--- src/rtl/escaped_frame_deframer_assert.svh ---
// Assertion macros for the escaped frame deframer.
`ifndef ESCAPED_FRAME_DEFRAMER_ASSERT_SVH
`define ESCAPED_FRAME_DEFRAMER_ASSERT_SVH

// Checks that the consequent holds in the same cycle as the antecedent.
`define EFD_ASSERT_NOW(lbl, ante, cons) \
  lbl: assert property (@(posedge clk) disable iff (!rst_n) (ante) |-> (cons)) \
    else $error("deframer assertion failed");

// Checks that the consequent holds in the cycle after the antecedent.
`define EFD_ASSERT_NEXT(lbl, ante, cons) \
  lbl: assert property (@(posedge clk) disable iff (!rst_n) (ante) |=> (cons)) \
    else $error("deframer assertion failed");

`endif

--- src/rtl/efd_pkg.sv ---
// Shared types and constants of the escaped frame deframer.
package efd_pkg;

  localparam int unsigned PADDR_W = 4;
  localparam int unsigned PDATA_W = 32;

  localparam logic [PADDR_W-1:0] ADDR_START_BYTE  = 4'h0;
  localparam logic [PADDR_W-1:0] ADDR_ESCAPE_BYTE = 4'h4;
  localparam logic [PADDR_W-1:0] ADDR_MAX_PAYLOAD = 4'h8;

  localparam logic [7:0]  RST_START_BYTE  = 8'h7E;
  localparam logic [7:0]  RST_ESCAPE_BYTE = 8'h7D;
  localparam logic [15:0] RST_MAX_PAYLOAD = 16'd256;

  localparam logic [7:0] ESC_XOR  = 8'h20;
  localparam logic [7:0] SUM_GOOD = 8'hFF;

  localparam logic [2:0] KIND_DATA      = 3'd0;
  localparam logic [2:0] KIND_GOOD      = 3'd1;
  localparam logic [2:0] KIND_BADSUM    = 3'd2;
  localparam logic [2:0] KIND_LENERR    = 3'd3;
  localparam logic [2:0] KIND_MALFORMED = 3'd4;

  typedef enum logic [4:0] {
    PH_HUNT    = 5'b00001,
    PH_LEN_HI  = 5'b00010,
    PH_LEN_LO  = 5'b00100,
    PH_PAYLOAD = 5'b01000,
    PH_CHECK   = 5'b10000
  } phase_t;

  typedef struct packed {
    logic [7:0] raw_byte;
    logic       buffer_end;
  } in_item_t;

  typedef struct packed {
    logic [7:0]  out_byte;
    logic [2:0]  out_kind;
    logic [15:0] frame_length;
  } out_item_t;

  typedef struct packed {
    logic [7:0]  start_byte;
    logic [7:0]  escape_byte;
    logic [15:0] max_payload;
  } cfg_t;

endpackage

--- src/rtl/efd_cfg.sv ---
// Configuration register file of the escaped frame deframer.
module efd_cfg (
  input  logic                         clk,
  input  logic                         rst_n,
  input  logic                         psel,
  input  logic                         penable,
  input  logic                         pwrite,
  input  logic [efd_pkg::PADDR_W-1:0]  paddr,
  input  logic [efd_pkg::PDATA_W-1:0]  pwdata,
  output logic [efd_pkg::PDATA_W-1:0]  prdata,
  output logic                         pready,
  output efd_pkg::cfg_t                cfg
);
  import efd_pkg::*;

  cfg_t cfg_r;
  logic wr_en;

  assign wr_en  = psel && penable && pwrite;
  assign pready = 1'b1;
  assign cfg    = cfg_r;

  always_ff @(posedge clk) begin
    if (!rst_n) begin
      cfg_r.start_byte  <= RST_START_BYTE;
      cfg_r.escape_byte <= RST_ESCAPE_BYTE;
      cfg_r.max_payload <= RST_MAX_PAYLOAD;
    end else if (wr_en) begin
      case (paddr)
        ADDR_START_BYTE:  cfg_r.start_byte  <= pwdata[7:0];
        ADDR_ESCAPE_BYTE: cfg_r.escape_byte <= pwdata[7:0];
        ADDR_MAX_PAYLOAD: cfg_r.max_payload <= pwdata[15:0];
        default: ;
      endcase
    end
  end

  always_comb begin
    case (paddr)
      ADDR_START_BYTE:  prdata = {24'd0, cfg_r.start_byte};
      ADDR_ESCAPE_BYTE: prdata = {24'd0, cfg_r.escape_byte};
      ADDR_MAX_PAYLOAD: prdata = {16'd0, cfg_r.max_payload};
      default:          prdata = '0;
    endcase
  end

endmodule

--- src/rtl/efd_parse.sv ---
// Frame parser state machine that turns one byte into at most one result.
module efd_parse (
  input  logic                clk,
  input  logic                rst_n,
  input  efd_pkg::cfg_t       cfg,
  input  logic                en,
  input  efd_pkg::in_item_t   item,
  output logic                res_vld,
  output efd_pkg::out_item_t  res
);
  import efd_pkg::*;

  phase_t      phase_r, phase_nxt;
  logic        esc_r, esc_nxt;
  logic [7:0]  len_hi_r, len_hi_nxt;
  logic [15:0] decl_r, decl_nxt;
  logic [15:0] seen_r, seen_nxt;
  logic [7:0]  sum_r, sum_nxt;
  logic        start_seen_r, start_seen_nxt;

  always_comb begin
    logic [7:0] b;
    logic [7:0] v;
    logic       vr;
    logic       last;
    b              = item.raw_byte;
    last           = item.buffer_end;
    v              = '0;
    vr             = 1'b0;
    phase_nxt      = phase_r;
    esc_nxt        = esc_r;
    len_hi_nxt     = len_hi_r;
    decl_nxt       = decl_r;
    seen_nxt       = seen_r;
    sum_nxt        = sum_r;
    start_seen_nxt = start_seen_r;
    res_vld        = 1'b0;
    res            = '0;
    if (en) begin
      case (phase_r)
        PH_HUNT: begin
          if (b == cfg.start_byte) begin
            start_seen_nxt = 1'b1;
            phase_nxt      = PH_LEN_HI;
            esc_nxt        = 1'b0;
            len_hi_nxt     = '0;
            decl_nxt       = '0;
            seen_nxt       = '0;
            sum_nxt        = '0;
          end
        end
        PH_LEN_HI, PH_LEN_LO, PH_PAYLOAD: begin
          if (esc_r) begin
            v       = b ^ ESC_XOR;
            esc_nxt = 1'b0;
            vr      = 1'b1;
          end else if (b == cfg.escape_byte) begin
            esc_nxt = 1'b1;
          end else begin
            v  = b;
            vr = 1'b1;
          end
          if (vr) begin
            if (phase_r == PH_LEN_HI) begin
              len_hi_nxt = v;
              phase_nxt  = PH_LEN_LO;
            end else if (phase_r == PH_LEN_LO) begin
              decl_nxt = {len_hi_r, v};
              if (decl_nxt > cfg.max_payload) begin
                res_vld          = 1'b1;
                res.out_kind     = KIND_LENERR;
                res.frame_length = decl_nxt;
                phase_nxt        = PH_HUNT;
                esc_nxt          = 1'b0;
              end else if (decl_nxt == '0) begin
                phase_nxt = PH_CHECK;
              end else begin
                phase_nxt = PH_PAYLOAD;
              end
            end else begin
              sum_nxt  = sum_r + v;
              seen_nxt = seen_r + 16'd1;
              if (seen_nxt >= decl_r) begin
                phase_nxt = PH_CHECK;
              end
              if (!last) begin
                res_vld          = 1'b1;
                res.out_byte     = v;
                res.out_kind     = KIND_DATA;
                res.frame_length = decl_r;
              end
            end
          end
        end
        PH_CHECK: begin
          res_vld          = 1'b1;
          res.out_kind     = (8'(sum_r + b) == SUM_GOOD) ? KIND_GOOD : KIND_BADSUM;
          res.frame_length = decl_r;
          phase_nxt        = PH_HUNT;
          esc_nxt          = 1'b0;
        end
        default: begin
          phase_nxt = PH_HUNT;
          esc_nxt   = 1'b0;
        end
      endcase
      if (last) begin
        if (!res_vld) begin
          if (phase_nxt != PH_HUNT) begin
            res_vld          = 1'b1;
            res.out_kind     = KIND_LENERR;
            res.frame_length = decl_nxt;
          end else if (!start_seen_nxt) begin
            res_vld      = 1'b1;
            res.out_kind = KIND_MALFORMED;
          end
        end
        phase_nxt      = PH_HUNT;
        esc_nxt        = 1'b0;
        start_seen_nxt = 1'b0;
      end
    end
  end

  always_ff @(posedge clk) begin
    if (!rst_n) begin
      phase_r      <= PH_HUNT;
      esc_r        <= 1'b0;
      len_hi_r     <= '0;
      decl_r       <= '0;
      seen_r       <= '0;
      sum_r        <= '0;
      start_seen_r <= 1'b0;
    end else begin
      phase_r      <= phase_nxt;
      esc_r        <= esc_nxt;
      len_hi_r     <= len_hi_nxt;
      decl_r       <= decl_nxt;
      seen_r       <= seen_nxt;
      sum_r        <= sum_nxt;
      start_seen_r <= start_seen_nxt;
    end
  end

endmodule

--- src/rtl/escaped_frame_deframer.sv ---
// Top level of the escaped frame deframer with input and result registers.
// The block takes one received byte per request on the in_ channel, with a
// flag that marks the last byte of a buffer. It strips the framing: it hunts
// for the start byte, reads a two-byte big-endian length, passes each
// unescaped payload byte that does not end the buffer out as a request on the
// out_ channel, and closes the frame with a status request that reports a good
// or bad checksum. Length errors and buffers with no start byte give error requests.
// The user must write the configuration registers over the APB-style port
// only while the block is idle; the block itself does not enforce this.
// An accepted byte passes the input register and the parser and lands in the
// result register when that register is free; the receiver takes it there.
// One byte is accepted per cycle as long as the receiver takes results; the
// parser state is registered once per accepted byte, which sets this rate.
// Reset returns the parser to hunting and the registers to their defaults.
// When the receiver stalls, the result register holds its request, the
// input register fills, and in_ready falls until the result is taken.
module escaped_frame_deframer (
  input  logic                         clk,
  input  logic                         rst_n,
  input  logic                         in_valid,
  output logic                         in_ready,
  input  efd_pkg::in_item_t            in_data,
  output logic                         out_valid,
  input  logic                         out_ready,
  output efd_pkg::out_item_t           out_data,
  input  logic                         psel,
  input  logic                         penable,
  input  logic                         pwrite,
  input  logic [efd_pkg::PADDR_W-1:0]  paddr,
  input  logic [efd_pkg::PDATA_W-1:0]  pwdata,
  output logic [efd_pkg::PDATA_W-1:0]  prdata,
  output logic                         pready
);
  import efd_pkg::*;

  cfg_t      cfg;
  logic      in_vld_r, in_vld_nxt;
  in_item_t  in_item_r;
  logic      out_vld_r, out_vld_nxt;
  out_item_t out_item_r;
  logic      adv;
  logic      proc;
  logic      res_vld;
  out_item_t res;

  efd_cfg u_cfg (
    .clk     (clk),
    .rst_n   (rst_n),
    .psel    (psel),
    .penable (penable),
    .pwrite  (pwrite),
    .paddr   (paddr),
    .pwdata  (pwdata),
    .prdata  (prdata),
    .pready  (pready),
    .cfg     (cfg)
  );

  efd_parse u_parse (
    .clk     (clk),
    .rst_n   (rst_n),
    .cfg     (cfg),
    .en      (proc),
    .item    (in_item_r),
    .res_vld (res_vld),
    .res     (res)
  );

  assign adv       = !out_vld_r || out_ready;
  assign proc      = in_vld_r && adv;
  assign in_ready  = !in_vld_r || adv;
  assign out_valid = out_vld_r;
  assign out_data  = out_item_r;

  assign in_vld_nxt  = in_ready ? in_valid : in_vld_r;
  assign out_vld_nxt = adv ? (proc && res_vld) : out_vld_r;

  always_ff @(posedge clk) begin
    if (!rst_n) begin
      in_vld_r  <= 1'b0;
      out_vld_r <= 1'b0;
    end else begin
      in_vld_r  <= in_vld_nxt;
      out_vld_r <= out_vld_nxt;
    end
  end

  always_ff @(posedge clk) begin
    if (in_valid && in_ready) begin
      in_item_r <= in_data;
    end
    if (proc && res_vld) begin
      out_item_r <= res;
    end
  end

`include "escaped_frame_deframer_assert.svh"

  `EFD_ASSERT_NOW(a_stall_full, !in_ready, in_vld_r && out_vld_r && !out_ready)
  `EFD_ASSERT_NOW(a_status_no_byte, out_vld_r && (out_data.out_kind != KIND_DATA), out_data.out_byte == 8'd0)
  `EFD_ASSERT_NOW(a_malformed_len, out_vld_r && (out_data.out_kind == KIND_MALFORMED), out_data.frame_length == 16'd0)
  `EFD_ASSERT_NEXT(a_result_source, !out_vld_r, !out_vld_r || $past(in_vld_r))

endmodule

--- config.mk ---
export PLATFORM = sky130hd
export DESIGN_NAME = escaped_frame_deframer
export DESIGN_NICKNAME = d
export VERILOG_FILES = /design/src/rtl/efd_pkg.sv /design/src/rtl/efd_cfg.sv /design/src/rtl/efd_parse.sv /design/src/rtl/escaped_frame_deframer.sv
export VERILOG_INCLUDE_DIRS = /design/src /design/src/rtl
export SDC_FILE = /design/constraint.sdc
export NUM_CORES = 1
export LEC_CHECK = 0
export BUFFER_PORTS_ARGS = -buffer_cell sky130_fd_sc_hd__buf_2
export CELL_PAD_IN_SITES_DETAIL_PLACEMENT = 2
export CELL_PAD_IN_SITES_GLOBAL_PLACEMENT = 2
export CORE_AREA = 2 2 105 208
export CTS_CLUSTER_DIAMETER = 100
export DETAILED_ROUTE_END_ITERATION = 10
export DIE_AREA = 0 0 107 210
export GPL_ROUTABILITY_DRIVEN = 1
export GPL_TIMING_DRIVEN = 1
export PLACE_DENSITY = 0.89
export SYNTH_ARGS = -nofsm -noshare
export SYNTH_HDL_FRONTEND = slang
export SYNTH_SLANG_ARGS = --single-unit
--- constraint.sdc ---
create_clock -name clk -period 7.1 [get_ports clk]
set_clock_uncertainty 0.1 [all_clocks]
set_input_delay 1.065 -clock clk [delete_from_list [all_inputs] [get_ports clk]]
set_output_delay 1.065 -clock clk [all_outputs]
set_load 0.02 [all_outputs]
==> results.md, run 1 <==
- GPL Wtd Cong: 0.826
- Fin worst setup slack: 1260 ps
- Filler cells: 2,325
- Die W: 107 um
- Layout Utilization: 42.0%
- Arr. time, crit path: 5880 ps
- First-pass GRT wire length: 45.9 mm
- HPWL Detailed: 20.0 mm
- Worst Hold Launch: u_cfg.cfg[11]
- WHS: 387 ps
- Slew Limit Fails: 0
- Max FO, Critical Path: 21
- Largest family of logic cells by synthesized area: simple AND/OR/NAND/NOR gates
- FMAX: 171 MHz
- HP Class: reg2reg
- Core Rows: 75
- Req. time, crit path: 7140 ps
- Critical Path Sink Type: register
- Layout area overhead: 12.9%
- DP Worst Slack: 1730 ps
- Synth top area share: 22.9%
- Pwr/cell area: 194 nW/um2
- Yosys top cell by area: dfxtp_1
- Die area: 22,500 um2
- Clock transition at the registers of the reported paths: 60 ps
- LEAKAGE: 3.42 nW
- DR vias/cell: 5.95
- DR DRC count: 0
- RSZ-0062 raised after global routing: no
- Flop2flop setup slack: 1260 ps
- Via Count: 7,182
- RR Endpoint: out_data[5]
- Cell Area, Synth: 7790 um2
- Worst-Margin Slew: 1230 ps
- Synth cell types: 70
- Port bufs: 80
- Postcts setup bufs: 0
- Tmin final: 5840 ps
- Resized cells post-CTS: 0
- Setup TNS: 0 ps
- CTS H-tree lvls: 4
- Worst reg2reg path startpoint: in_item_r[7]
- Worst hold stages: 2
- Flops & latches, synth: 125
- Share of cells above drive strength 1: 16.8%
- Final net count: 1,027
- Adder-cell share of the synthesized area: 8.07%
- WL final: 29.9 mm
- Crit share post-route: 82.3%
- Synth Area in XOR/XNOR: 5.24%
- Core area: 20,900 um2
- Placed instance count: 1,176
- TritonCTS clock tree: built
- CTS max path bufs: 2
- YS warnings: 0
- Top Ports: 114
- Endpoints failing setup: 0
- Initial antenna violation count: 0
- All-layer global routing usage: 27.1%
- Mapped Avg Cell Area: 8.93 um2
- Routed length per instance: 24.8 um
- Compound-Gate Fraction of Synth Area: 19.6%
- Mux share of post-synthesis cell area: 0.129%
- Worst Setup Path Type: reg2reg
- Hold Fails Final Rpt: 0
- Post-Synth Simple-Gate Area: 23.1%
- Multi-input gate area: 4440 um2
- Clock Sinks: 125
- Reg area: 2860 um2
- CTS root buffer: clkbuf_16
- Min-Delay Endpoint: u_cfg.cfg[11]
- Post-CTS Hold Buffers: 0
- Post-synth ARST share: 0%
- Top FF cell, synth: dfxtp_1
- Most area-consuming cells after synthesis: dfxtp_1, edfxtp_1, ha_1
- Starting Density: 37.2%
- Iter 0 DRT Violations: 353
- Commonest non-fill, non-tap cells in the layout: nand2_1, dfxtp_1, buf_2
- # diodes: 0
- Post-synthesis sequential area ratio: 36.8%
- Worst skew pair latency: 440 ps
- Cell count after synthesis: 872
- EDFF count, synth: 36
- First drt pass iteration count: 5
- Inserted Clock Buffers: 17
- Worst reg2reg path depth: 13
- Max-cap violations: 0
- Detail Route Antenna Nets: 0
- Peak VDD IR: 0.156 mV
- Outcome: completed
- Non-Filler Instances: 1,208
- Commonest non-fill, non-tap cell in the layout: nand2_1
- Die Height: 210 um
- Worst rel slew slack: 17.2%
- Vias in the first global route: 8,081
- Setup crit start kind: register
- GRT Residual Overflow: 0
- Largest net degree at the start of global routing: 91
-- cells by family after synthesis --
group | after synthesis
buf+inv | 106
xor+xnor | 44
other cells | 2
compound gates | 210
simple gates | 335
fa+ha+maj | 49
flops | 125
mux | 1
-- area by class of cell --
type / instances / share of cell area (%)
clock buffer: 17 / 4.84
clock inverter: 15 / 1.41
inverter: 39 / 1.67
multi-input combinational: 656 / 50.5
sequential: 125 / 32.6
tap: 269 / 3.83
timing repair buffer: 87 / 5.15
-- critical path: stages (launching register included) --
cell	delay, ps
edfxtp_1	850
xor2_1	150
nor3_1	440
nand3_2	420
and2_1	340
ha_1	330
nand2b_1	80
a21oi_1	390
o21ai_0	230
a311o_1	410
a21oi_2	340
and3_4	430
or3_1	770
o22ai_1	250
-- metal layers --
layer  vias up  wire [um]  track usage, %  part of all wire, %
met1      3603       9750            24.2                   33
met2       265      16900            53.2                   57
met3       136       1110            4.55                  3.7
met5         -          0               0                    0
li1       3178          -               -                    -
met4         0       2140            18.8                  7.2
-- sequential cells by signal (all words and copies together), names as in the netlist --
signal	flops
u_parse.phase_r	5
u_parse.decl_r	16
out_valid	1
u_parse.len_hi_r	8
in_item_r	9
u_parse.sum_r	8
u_parse.esc_r	1
u_cfg.cfg	32
u_parse.seen_r	16
u_parse.start_seen_r	1
in_vld_r	1
out_data	27
-- through the flow --
step | total power, mW | area [um2]
after floorplan | 0.833 | 7840
after global routing | 1.74 | 8790
after detailed placement | 0.871 | 8240
final | 1.70 | 8790
after global placement | 0.866 | 8240
after CTS | 1.71 | 8790
-- where the power goes --
part	internal (mW)	switching (mW)	leakage (nW)	total (mW)
logic	0.0353	0.0752	2.09	0.111
clock network	0.477	0.364	0.252	0.841
registers	0.740	0.0104	1.08	0.750
-- how the worst max path moves through the flow --
stage	cells after the start	end	from	slack, ps
global route	13	out_data[5]	in_item_r[7]	1210
finish	13	out_data[5]	in_item_r[7]	1260
detailed placement	13	out_data[14]	in_item_r[7]	1730
CTS	13	out_data[5]	in_item_r[7]	1400
floorplan	15	out_data[0]	u_parse.seen_r[0]	3040
global placement	13	out_data[14]	in_item_r[7]	2000
-- synthesized netlist by cell type, types with 8 or more instances --
| master | instances |
|---|---|
| a21boi_0 | 22 |
| nand2_1 | 118 |
| buf_4 | 20 |
| and2_1 | 22 |
| o22ai_2 | 10 |
| a21o_1 | 9 |
| a22oi_1 | 52 |
| xnor2_1 | 18 |
| xor2_1 | 23 |
| nand3_1 | 29 |
| dfxtp_1 | 89 |
| nor2_1 | 38 |
| clkbuf_1 | 27 |
| o21ai_0 | 23 |
| edfxtp_1 | 36 |
| and3_1 | 21 |
| a21oi_1 | 27 |
| nand4_1 | 8 |
| nand3b_1 | 8 |
| nor2b_1 | 40 |
| buf_6 | 8 |
| nor3_1 | 8 |
| buf_2 | 12 |
| ha_1 | 47 |
| a21boi_1 | 10 |
| o21a_1 | 9 |
| inv_1 | 39 |
Note: power is estimated with default switching activity, not from simulation.
==> inputs of run 2 (changes only) <==
CORE_AREA = 2 2 109 216   (was 2 2 105 208)
DIE_AREA = 0 0 111 218   (was 0 0 107 210)
PLACE_DENSITY = 0.84   (was 0.89)
clock period = 6.1 ns   (was 7.1 ns; I/O delays follow)
==> run 2 against run 1 <==
Compared with the run above:
- die area grew 7.7%
- clock power grew 37%
- global-route usage is 4.6 points lower
- final cell count is 1.3% higher
==> results.md, run 2 (synthesis results as in run 1) <==
- Max FO, Critical Path: 21
- Core area: 22,500 um2
- Placed instance area: 8290 um2
- Worst Setup Path Type: reg2reg
- Clock network fraction of total power: 53.6%
- Core Rows: 78
- Net Sw Frac: 23.1%
- Worst reg2reg path depth: 14
- First drt pass iteration count: 5
- Worst skew pair latency: 450 ps
- Max-cap violations: 0
- Starting Density: 34.5%
- Via Count: 6,806
- GRT Residual Overflow: 0
- Placed instance count: 1,192
- Peak VDD IR: 0.149 mV
- Setup crit start kind: register
- Crit share post-route: 85.3%
- First-pass GRT wire length: 41.8 mm
- Sw Pwr: 497 uW
- TritonCTS clock tree: built
- Final net count: 1,032
- Req. time, crit path: 6120 ps
- Die area: 24,200 um2
- Commonest non-fill, non-tap cells in the layout: nand2_1, dfxtp_1, buf_2
- Tmin final: 5210 ps
- Postcts setup bufs: 0
- Outcome: completed
- Die W: 111 um
- Vias in the first global route: 7,497
- Pwr/cell area: 240 nW/um2
- Share of cells above drive strength 1: 17.3%
- Initial antenna violation count: 0
- Port bufs: 80
- Arr. time, crit path: 5230 ps
- RSZ-0062 raised after global routing: no
- Routed length per instance: 21.8 um
- Max FFs per register: 32
- Internal cell power: 1.65 mW
- WL final: 26.6 mm
- Filler cells: 2,503
- WHS: 378 ps
- Worst rel slew slack: 21.0%
- Fin worst setup slack: 894 ps
- Layout area overhead: 15.1%
- Clock transition at the registers of the reported paths: 60 ps
- Top Ports: 114
- All-layer global routing usage: 22.5%
- LEAKAGE: 3.52 nW
- FMAX: 192 MHz
- Hold Fails Final Rpt: 0
- Layout Cell Area excl Fill: 8960 um2
- Worst hold stages: 2
- Clock Sinks: 125
- DR DRC count: 0
- Iter 0 DRT Violations: 270
- DP Worst Slack: 995 ps
- Detail Route Antenna Nets: 0
- Reg power frac: 40.4%
- Endpoints failing setup: 0
- HP Class: reg2reg
- Resized cells post-CTS: 0
- Setup TNS: 0 ps
- Non-Filler Instances: 1,224
- CTS max path bufs: 2
- HPWL Detailed: 19.8 mm
- Largest net degree at the start of global routing: 91
- CTS H-tree lvls: 4
- DR vias/cell: 5.56
- Commonest non-fill, non-tap cell in the layout: nand2_1
- Combinational share of power: 5.9%
- # diodes: 0
- Worst-Margin Slew: 1180 ps
- GPL Wtd Cong: 0.845
- Die Height: 218 um
- Slew Limit Fails: 0
- Post-CTS Hold Buffers: 0
- Critical Path Sink Type: register
- CTS root buffer: clkbuf_16
- Inserted Clock Buffers: 17
run 2: worst max-delay path, stage by stage, from the launching register on:
cell      delay, ps
dfxtp_1         440
ha_1            270
nand3_1         250
nor3_2          430
and3_1          340
xor2_1          200
ha_1            280
nand4_1         190
a211oi_1         80
o41ai_1         160
a21oi_1         330
o31ai_2         450
and3_4          430
or3_1           620
o22ai_1         290
run 2: routing by layer:
| layer | part of all wire [%] | track usage (%) |
|---|---|---|
| met5 | 0 | 0 |
| met3 | 2.5 | 4.09 |
| met2 | 57 | 44.5 |
| met1 | 35 | 21.2 |
| met4 | 5.4 | 13.1 |
run 2: metrics by stage:
| stage | util (%) | power [mW] |
|---|---|---|
| floorplan | - | 0.970 |
| global placement | 36.8 | 1.01 |
| detailed placement | 36.8 | 1.01 |
| CTS | 39.8 | 2.17 |
| global route | 39.8 | 2.21 |
| finish | 39.8 | 2.15 |
run 2: layout make-up:
class,count,area [um2],area share (%)
inverter,39,146,1.63
tap,280,350,3.91
clock inverter,7,119,1.33
clock buffer,25,549,6.13
timing repair buffer,92,493,5.50
multi-input combinational,656,4440,49.6
sequential,125,2860,31.9
run 2: final timing paths:
kind              endpoint  slack [ps]         startpoint
max            out_data[1]         890  u_parse.seen_r[0]
min          u_cfg.cfg[12]         380      u_cfg.cfg[12]
max reg2reg    out_data[1]         890  u_parse.seen_r[0]
min reg2reg  u_cfg.cfg[12]         380      u_cfg.cfg[12]
run 2: power by group through the flow:
stage | clock (mW) | sequential [mW] | combinational, mW
final | 1.15 | 0.869 | 0.128
after floorplan | 0 | 0.887 | 0.0834
after detailed placement | 0 | 0.887 | 0.127
after CTS | 1.17 | 0.869 | 0.129
after global placement | 0 | 0.886 | 0.123
after global routing | 1.21 | 0.869 | 0.138
==> inputs of run 3 (changes only) <==
BUFFER_PORTS_ARGS = default   (was -buffer_cell sky130_fd_sc_hd__buf_2)
CORE_AREA = 2 2 103 205   (was 2 2 109 216)
DIE_AREA = 0 0 105 207   (was 0 0 111 218)
DONT_BUFFER_PORTS = 1   (was default)
HOLD_SLACK_MARGIN = 0.03   (was default)
==> run 3 against run 2 <==
Compared with the run above:
- global-route usage grew 2.1 points
- first-iteration DRC count grew 21%
- total power shrank 7.1%
- via count shrank 2.3%
- critical path depth shrank 1
- combinational power shrank 30%
- hold slack gained 9.6 ps
- count of clock-buffer cells in the layout shrank 7
- routed wire length shrank 1.9%
- sequential share of layout area grew 2.1 points
- non-clock buffer count shrank 84
==> results.md, run 3 (synthesis results as in run 1) <==
- Placed instance area: 7840 um2
- Setup TNS: 0 ps
- Largest net degree at the start of global routing: 91
- Commonest non-fill, non-tap cells in the layout: nand2_1, dfxtp_1, a22oi_1
- Tmin final: 5370 ps
- RR Endpoint: out_data[4]
- Post-CTS Hold Buffers: 0
- RSZ-0062 raised after global routing: no
- DR vias/cell: 5.91
- Fin worst setup slack: 727 ps
- DP Worst Slack: 977 ps
- Crit share post-route: 88.1%
- Setup crit start kind: register
- Layout Cell Area excl Fill: 8410 um2
- Postcts setup bufs: 0
- Worst reg2reg path depth: 13
- FMAX: 186 MHz
- Worst skew pair latency: 430 ps
- Worst-Margin Slew: 1110 ps
- All-layer global routing usage: 24.6%
- Flop2flop setup slack: 730 ps
- HP Class: reg2reg
- CTS H-tree lvls: 4
- GPL Wtd Cong: 0.828
- Detail Route Antenna Nets: 0
- Arr. time, crit path: 5190 ps
- # diodes: 0
- CTS max path bufs: 2
- Starting Density: 38.6%
- Clock Sinks: 125
- DR DRC count: 0
- Core Rows: 74
- Worst Setup SP: in_item_r[4]
- CTS root buffer: clkbuf_16
- Routed length per instance: 23.2 um
- Pwr/cell area: 237 nW/um2
- Power, Total: 2.00 mW
- Iter 0 DRT Violations: 326
- Core area: 20,200 um2
- Filler cells: 2,246
- Final net count: 948
- Worst Setup Path Type: reg2reg
- Commonest non-fill, non-tap cell in the layout: nand2_1
- Peak VDD IR: 0.164 mV
- Hold Fails Final Rpt: 0
- Top Ports: 114
- Outcome: completed
- Inserted Clock Buffers: 17
- GRT Residual Overflow: 0
- Slew Limit Fails: 0
- TritonCTS clock tree: built
- Worst Hold Launch: u_cfg.cfg[14]
- HPWL Detailed: 17.6 mm
- WL final: 26.1 mm
- Worst reg2reg path startpoint: in_item_r[4]
- Req. time, crit path: 5920 ps
- Max-cap violations: 0
- Endpoints failing setup: 0
- Die area: 21,700 um2
- Max FO, Critical Path: 27
- Critical Path Sink Type: register
- Worst hold stages: 2
- Resized cells post-CTS: 0
- Min-Delay Endpoint: u_cfg.cfg[14]
- Max FFs per register: 32
- First-pass GRT wire length: 41.9 mm
- LEAKAGE: 3.09 nW
- Port bufs: 0
- Worst rel slew slack: 25.4%
- First drt pass iteration count: 5
- Share of cells above drive strength 1: 8.96%
- Initial antenna violation count: 0
- Layout area overhead: 8.03%
- Vias in the first global route: 7,366
- Clock transition at the registers of the reported paths: 60 ps
- Die W: 105 um
- Die Height: 207 um
- Via Count: 6,648
## run 3: changes by cell type in the layout (fill, tap and decap cells not counted)
cell / delta
clkinv_1: +2
clkbuf_16: -3
buf_2: -79
clkbuf_8: -3
clkinv_2: +3
buf_4: -5
o211ai_4: -1
clkinv_4: -1
clkinvlp_4: +1
inv_6: +1
clkbuf_1: -1
o211ai_2: +1
## run 3: area by class of cell
cell class | instances | area, um2 | area share [%]
Inverter | 39 | 146 | 1.74
Clock inverter | 13 | 149 | 1.77
Sequential cell | 125 | 2860 | 34.0
Tap cell | 266 | 333 | 3.96
Multi-Input combinational cell | 656 | 4430 | 52.7
Timing Repair Buffer | 8 | 60.1 | 0.714
Clock buffer | 18 | 429 | 5.10
## run 3: critical path: stages, from the launching register on
cell and delay (ps):
edfxtp_1 760, xor2_1 190, nor4_2 260, nand3_2 320, and2_1 320, ha_1 300, nand4_1 90, nor2_1 240
o21ai_0 240, a311o_1 420, a21oi_2 350, a31oi_1 200, o21bai_1 320, nand2_1 710
## run 3: metrics by stage
stage | utilization [%] | cells | hold slack [ps]
after floorplan | - | 887 | 352
after global placement | 38.8 | 1094 | 367
after detailed placement | 38.8 | 1094 | 385
after CTS | 41.7 | 1125 | 395
after global routing | 41.7 | 1125 | 408
final | 41.7 | 1125 | 388
## run 3: worst max-delay path by stage
stage | endpoint | slack, ps | depth (start not counted)
after floorplan | out_data[0] | 2040 | 15
after global placement | out_data[12] | 1290 | 13
after detailed placement | out_data[12] | 980 | 13
after CTS | out_data[4] | 800 | 13
after global routing | out_data[4] | 460 | 14
final | out_data[4] | 730 | 13
## run 3: metal layers
metal  wire (um)  vias up  global-route usage [%]
li1            -     3024                       -
met1       10600     3361                    28.8
met2       13600      195                    43.0
met3         889       68                    4.03
met4        1050        0                    12.1
met5           0        -                       0
## run 3: report_power, final
part | internal, mW | switching (mW) | leakage, nW
registers | 0.862 | 0.0150 | 1.08
logic | 0.0290 | 0.0601 | 1.73
clock network | 0.634 | 0.397 | 0.277
